## config.mk

```make
export PLATFORM = sky130hd
export DESIGN_NAME = ilid_cell
export DESIGN_NICKNAME = d
export VERILOG_FILES = /design/src/rtl/ilid_pkg.sv /design/src/rtl/ilid_cell.sv
export SDC_FILE = /design/constraint.sdc
export NUM_CORES = 1
export LEC_CHECK = 0
export ABC_CLOCK_PERIOD_IN_PS = 2600
export BUFFER_PORTS_ARGS = -buffer_cell sky130_fd_sc_hd__buf_2
export CORE_MARGIN = 5
export CORE_UTILIZATION = 38
export DETAILED_ROUTE_END_ITERATION = 6
export HOLD_SLACK_MARGIN = 0.1
export PLACE_DENSITY = 0.85
export SYNTH_ARGS = -nofsm -noshare
export SYNTH_HDL_FRONTEND = slang
export SYNTH_SLANG_ARGS = --single-unit
```

## constraint.sdc

```tcl
create_clock -name clk -period 2.6 [get_ports clk]
set_input_delay 0.39 -clock clk [delete_from_list [all_inputs] [get_ports clk]]
set_output_delay 0.39 -clock clk [all_outputs]
set_load 0.05 [all_outputs]
```

## src/rtl/ilid_pkg.sv

```systemverilog
// Package: shared constants, codes and types for the indexed list block.
package ilid_pkg;

    localparam int CAPACITY = 64;
    localparam int CNT_W    = $clog2(CAPACITY + 1);
    localparam int POS_W    = 7;
    localparam int CMP_W    = (CNT_W > POS_W) ? CNT_W : POS_W;
    localparam int VAL_W    = 32;
    localparam int CMD_W    = 3;
    localparam int STAT_W   = 2;
    localparam int ECNT_W   = 7;

    localparam logic signed [VAL_W-1:0] NO_VALUE = '1;

    typedef enum logic [CMD_W-1:0] {
        CMD_READ     = 3'd0,
        CMD_INS_HEAD = 3'd1,
        CMD_INS_TAIL = 3'd2,
        CMD_INS_AT   = 3'd3,
        CMD_DELETE   = 3'd4
    } cmd_t;

    typedef enum logic [STAT_W-1:0] {
        ST_DONE   = 2'd0,
        ST_BADPOS = 2'd1,
        ST_FULL   = 2'd2
    } status_t;

    typedef enum logic [1:0] {
        OP_HOLD   = 2'd0,
        OP_INSERT = 2'd1,
        OP_DELETE = 2'd2
    } cell_op_t;

    // Broadcast to every cell of the chain.
    typedef struct packed {
        cell_op_t                 op;
        logic [CMP_W-1:0]         pos;
        logic [CMP_W-1:0]         cnt;
        logic signed [VAL_W-1:0]  value;
    } cell_ctl_t;

endpackage

```

## src/rtl/ilid_cell.sv

```systemverilog
// Cell: one list slot; loads, takes its left or right neighbor, or holds.
module ilid_cell (
    input  logic                               clk,
    input  logic [ilid_pkg::CMP_W-1:0]         index,
    input  ilid_pkg::cell_ctl_t                ctl,
    input  logic signed [ilid_pkg::VAL_W-1:0]  left_val,
    input  logic signed [ilid_pkg::VAL_W-1:0]  right_val,
    output logic signed [ilid_pkg::VAL_W-1:0]  val
);

    logic signed [ilid_pkg::VAL_W-1:0] val_reg;
    logic signed [ilid_pkg::VAL_W-1:0] val_next;
    logic [ilid_pkg::CMP_W:0]          index_plus;

    assign index_plus = {1'b0, index} + {{ilid_pkg::CMP_W{1'b0}}, 1'b1};

    always_comb
    begin
        val_next = val_reg;
        unique case (ctl.op)
            ilid_pkg::OP_INSERT:
            begin
                if (index == ctl.pos)
                    val_next = ctl.value;
                else if (index > ctl.pos && index <= ctl.cnt)
                    val_next = left_val;
            end
            ilid_pkg::OP_DELETE:
            begin
                // pull from the right over the deleted slot
                if (index >= ctl.pos && index_plus < {1'b0, ctl.cnt})
                    val_next = right_val;
            end
            default:
            begin
                val_next = val_reg;
            end
        endcase
    end

    always_ff @(posedge clk)
    begin
        val_reg <= val_next;
    end

    assign val = val_reg;

endmodule

```

* Word level (Yosys, flattened, before mapping)
Index checks and enable logic that the tools add are counted.
** Storage, ports and cells
- Input bits :: 120
- Logic and storage cells :: 19
- Register bits after elaboration :: 32
- Output and inout bits :: 32
** Operators by class
- $add $sub $neg :: 1
- Magnitude comparators :: 4
- Eq/ne operators :: 5
- Multiplexer cells :: 4
- Reductions and logical operators :: 4
** Operator list (number)
- two-way mux 32 bit :: 3
- case mux 32 bit (2 select lines) :: 1
- adder 7 x 1 -> 8 bit (second input constant) :: 1
- less-than comparator 8 x 7 -> 1 bit :: 1
- == test 7 bit :: 1
- >= comparator 7 bit :: 1
- > comparator 7 bit :: 1
- <= comparator 7 bit :: 1
- inequality test 3 bit (second input constant) :: 1
- AND reduction 3 bit :: 1
- == test 2 x 1 -> 1 bit (second input constant) :: 1
- == test 2 bit (second input constant) :: 1
- logical AND 1 bit :: 2
- inequality test 2 bit (second input constant) :: 1
- nonzero test 2 bit :: 1

* Logic depth before layout (Yosys ltp)
- Depth after elaboration :: 5
- Mapped depth :: 9

* Worst setup path after synthesis
Ideal clock, no wire load.
- Path kind :: input -> register
- Start :: in index[2] in the netlist's numbering
- End :: reg val_reg, in the netlist val[0] (enable)
- Data arrival time :: 2.394 ns
- Slack :: -0.186 ns
- Stages :: 9
- Required time :: 2.208 ns
- Buffers on the path :: 0
- Library setup time :: 0.392 ns
- Path through :: nand3_1 nor2_1 xor2_1 ha_1 a21o_1 nand2_1 nand3b_1 o31ai_1 and3_1
** Between the ends
- Cells in the longest elaborated chain, start to end :: 5
** RTL lines
- from (decl) :: RTL line ilid_cell.sv:4 : input logic [ilid_pkg::CMP_W-1:0] index,
- adder 7 x 1 -> 8 bit :: RTL line ilid_cell.sv:15 : assign index_plus = {1'b0, index} + {{ilid_pkg::CMP_W{1'b0}}, 1'b1};
- less-than comparator 8 x 7 -> 1 bit :: RTL line ilid_cell.sv:31 : if (index >= ctl.pos && index_plus < {1'b0, ctl.cnt})
- logical AND 1 bit :: RTL line ilid_cell.sv:31
- inequality test 2 bit (no line)
- AND reduction 3 bit (no line) *
- to (signal assigned) :: RTL line ilid_cell.sv:43 : val_reg <= val_next;
- to (decl) :: RTL line ilid_cell.sv:11 : logic signed [ilid_pkg::VAL_W-1:0] val_reg;
Mark *: on every way between the ends. The rest lies on a longest branch, timed or not.
A chain may end at the register's enable or synchronous reset.

* Worst setup path in the final report
- Start :: in index[2] in the netlist's numbering
- End :: reg val_reg, in the netlist val[18] (enable)
Same word-level chain as after synthesis.

==> metrics.md <==
| Metric | Value |
|---|---|
| Final net count | `a little over 500` |
| Maximum VDD drop | `approximately 0.00026 V` |
| Clock Tree Buf Depth | `2` |
| TritonRoute pass-1 iters | `4` |
| # Post-CTS Setup Buffers | `0` |
| #FFs+latches synth | `32` |
| Warnings from Yosys | `0` |
| FP Rows | `28` |
| RSZ-0062 raised after global routing | `false` |
| WL met1 | `about 2.3 mm` |
| Worst setup path startpoint | `index[2]` |
| Layout cells sized above 1 | `0.476` |
| Vias per cell | `roughly 4.8` |
| Startpoint Class | `primary input` |
| Crit-path max cell delay | `about 0.27 ns` |
| Main synth FF type | `edfxtp_1` |
| WL per Instance | `between 10 and 15 µm` |
| CTS Sinks | `32` |
| Top cells by count, synth | `nand2_1, edfxtp_1, mux2i_1` |
| Slowest-stage cell, CP | `and3_2` |
| Antenna Violating Nets Remaining | `0` |
| Antenna diode count | `0` |
| Die W | `a little under 90 µm` |
| Port Buffer Count | `between 150 and 200` |
| CTS Buf Count | `5` |
| Mapped Nets | `roughly 360` |
| Post-synth ARST share | `0` |
| Synth area leader | `edfxtp_1` |
| Number of max-cap violations | `0` |
| Met3 WL | `about 680 µm` |
| Min-delay src | `right_val[23]` |
| CP Class | `primary input to flip-flop` |
| Register area | `961 µm²` |
| CTS clk-pin slew, worst paths | `0.06 ns` |
| GPL Wtd Cong | `between 0.8 and 0.9` |
| Final period utilization | `0.873` |
| First-pass GRT wire length | `slightly above 9 mm` |
| Multi-input logic area | `between 1000 and 1500 µm²` |
| Initial antenna violation count | `0` |
| Synth-to-layout area growth | `41.7%` |
| Post-synth top area share | `0.420` |
| CTS tree | `yes` |
| Avg Cell Area, Syn | `~10 µm²` |
| Die ar. | `around 7700 µm²` |
| DR top layer | `met4` |
| Worst setup endpoint | `val[18]$_DFFE_PP_` |
| IO Pins | `between 150 and 200` |
| Die Ht | `87.6 µm` |
| Via count | `between 2000 and 2500` |
| Setup TNS | `0 ns` |
| Vias in the first global route | `between 2000 and 2500` |
| Final WL | `around 6.1 mm` |
| Synth Instances | `between 200 and 250` |
| Dpl hpwl | `5.17 mm` |
| Number of synthesized flops with an enable pin | `32` |
| Endpoints failing hold | `0` |
| PwrDens | `about 500 nW/µm²` |
| Filler instances | `about 520` |
| Largest net degree at the start of global routing | `65` |
| Final Setup Violations | `0` |
| Minimum clock period | `2.27 ns` |
| Hold Crit Class | `primary input to flip-flop` |
| Slew @ Worst Pin | `about 0.64 ns` |
| Area of the core | `5890 µm²` |
| Status | `finished clean` |
| Final Max Tran Viols | `0` |
| GRT Resource Usage Total | `0.152` |
| Post-cts resize count | `0` |
| Seq/Total Area, Yosys | `0.420` |
| Dpl ws | `between 0.02 and 0.025 ns` |
| Routed wl met2 | `~3.1 mm` |
| Crit-path cells | `buf_2, nand3_1, nor2_1, xor2_1, ha_1, a21o_1, nand2_1, nand3b_1, o31ai_1, and3_2, buf_12` |
| DRC Markers | `0` |
| Cell Area, Synth | `roughly 2300 µm²` |
| CTS root buf | `clkbuf_8` |
| Max FFs per register | `32` |
| CP required | `roughly 2.6 ns` |
| CP arrival | `between 2 and 2.5 ns` |
| Lkg Pwr | `approximately 1.5 nW` |
| Buffers & Inverters on Critical Path | `2` |
| Max Freq | `between 400 and 500 MHz` |
| # H-tree levels | `2` |
| Largest cells by area after synthesis | `edfxtp_1, mux2i_1, ha_1` |
| Final WS setup | `0.330 ns` |
| CP top delay family | `simple AND/OR/NAND/NOR gates` |
| Stages on the worst setup path | `11` |
| CP Capture Type | `flip-flop` |
| DR iter-0 viols | `52` |
| Most frequent cell after synthesis | `nand2_1` |
| Initial Util | `0.389` |
| Netlist cell types | `31` |
| Overflow after GRT | `0` |
| Slew HR | `0.572` |
| Crit Path Max Fanout | `17` |
| # hold bufs at CTS | `0` |
placed cells by master, fill, tap and decap left out, types with 3 or more instances in the layout:
| cell | instances |
|---|---|
| o21ai_0 | 5 |
| inv_1 | 13 |
| clkbuf_8 | 5 |
| buf_4 | 3 |
| nand3_1 | 6 |
| nor2_1 | 4 |
| buf_2 | 151 |
| a21oi_1 | 5 |
| ha_1 | 22 |
| mux2i_1 | 32 |
| xnor2_1 | 3 |
| o21ai_2 | 11 |
| edfxtp_1 | 32 |
| nand2_1 | 37 |
| o21ai_1 | 19 |
cells by family (layout without fill, tap and decap cells):
| family | count (synthesis) | count (layout) | share of synthesized area |
|---|---|---|---|
| multiplexers | 32 | 32 | 0.140 |
| flip-flops | 32 | 32 | 0.420 |
| AND/OR/NAND/NOR | 58 | 58 | 0.115 |
| XOR/XNOR | 5 | 5 | 0.0191 |
| buffers and inverters | 23 | 177 | 0.0541 |
| adder cells (fa/ha/maj) | 22 | 22 | 0.120 |
| AO/OA/AOI/OAI | 48 | 48 | 0.131 |
final cells by class:
cell class                      instances  share of cell area
Clock buffer                            6              0.0224
Clock inverter                          2              0.0108
Inverter                               13              0.0151
Multi-Input combinational cell        165               0.374
Sequential cell                        32               0.296
Tap cell                               75              0.0289
Timing Repair Buffer                  156               0.252
routing by layer:
metal,up-vias,global-route usage
met1,937,0.176
met3,7,0.0357
li1,1106,-
met5,-,0
met2,98,0.275
met4,0,0.0516
report_power, final:
| part | leakage, nW | internal, W | total, W | switching [W] |
|---|---|---|---|---|
| Combinational | 1.12 | 0.000180 | 0.000519 | 0.000338 |
| Sequential | 0.289 | 0.000632 | 0.000644 | 0.0000114 |
| Clock | 0.0552 | 0.000284 | 0.000455 | 0.000172 |
stage by stage:
stage	std cells	hold WS, ns	area (µm²)	util	total power, W
floorplan	220	0.577	2290	-	0.000988
global placement	441	0.668	3130	0.533	0.00116
detailed placement	441	0.668	3130	0.533	0.00118
CTS	449	0.370	3240	0.551	0.00164
global route	449	0.387	3240	0.551	0.00170
finish	449	0.382	3240	0.551	0.00162
worst min path at each step:
stage,cells after the start,slack (ns),end
finish,3,0.38,val[23]$_DFFE_PP_
global placement,3,0.67,val[29]$_DFFE_PP_
detailed placement,3,0.67,val[23]$_DFFE_PP_
CTS,3,0.37,val[23]$_DFFE_PP_
global route,3,0.39,val[23]$_DFFE_PP_
floorplan,2,0.58,val[0]$_DFFE_PP_
No activity file was read; power rests on OpenSTA's default activity.
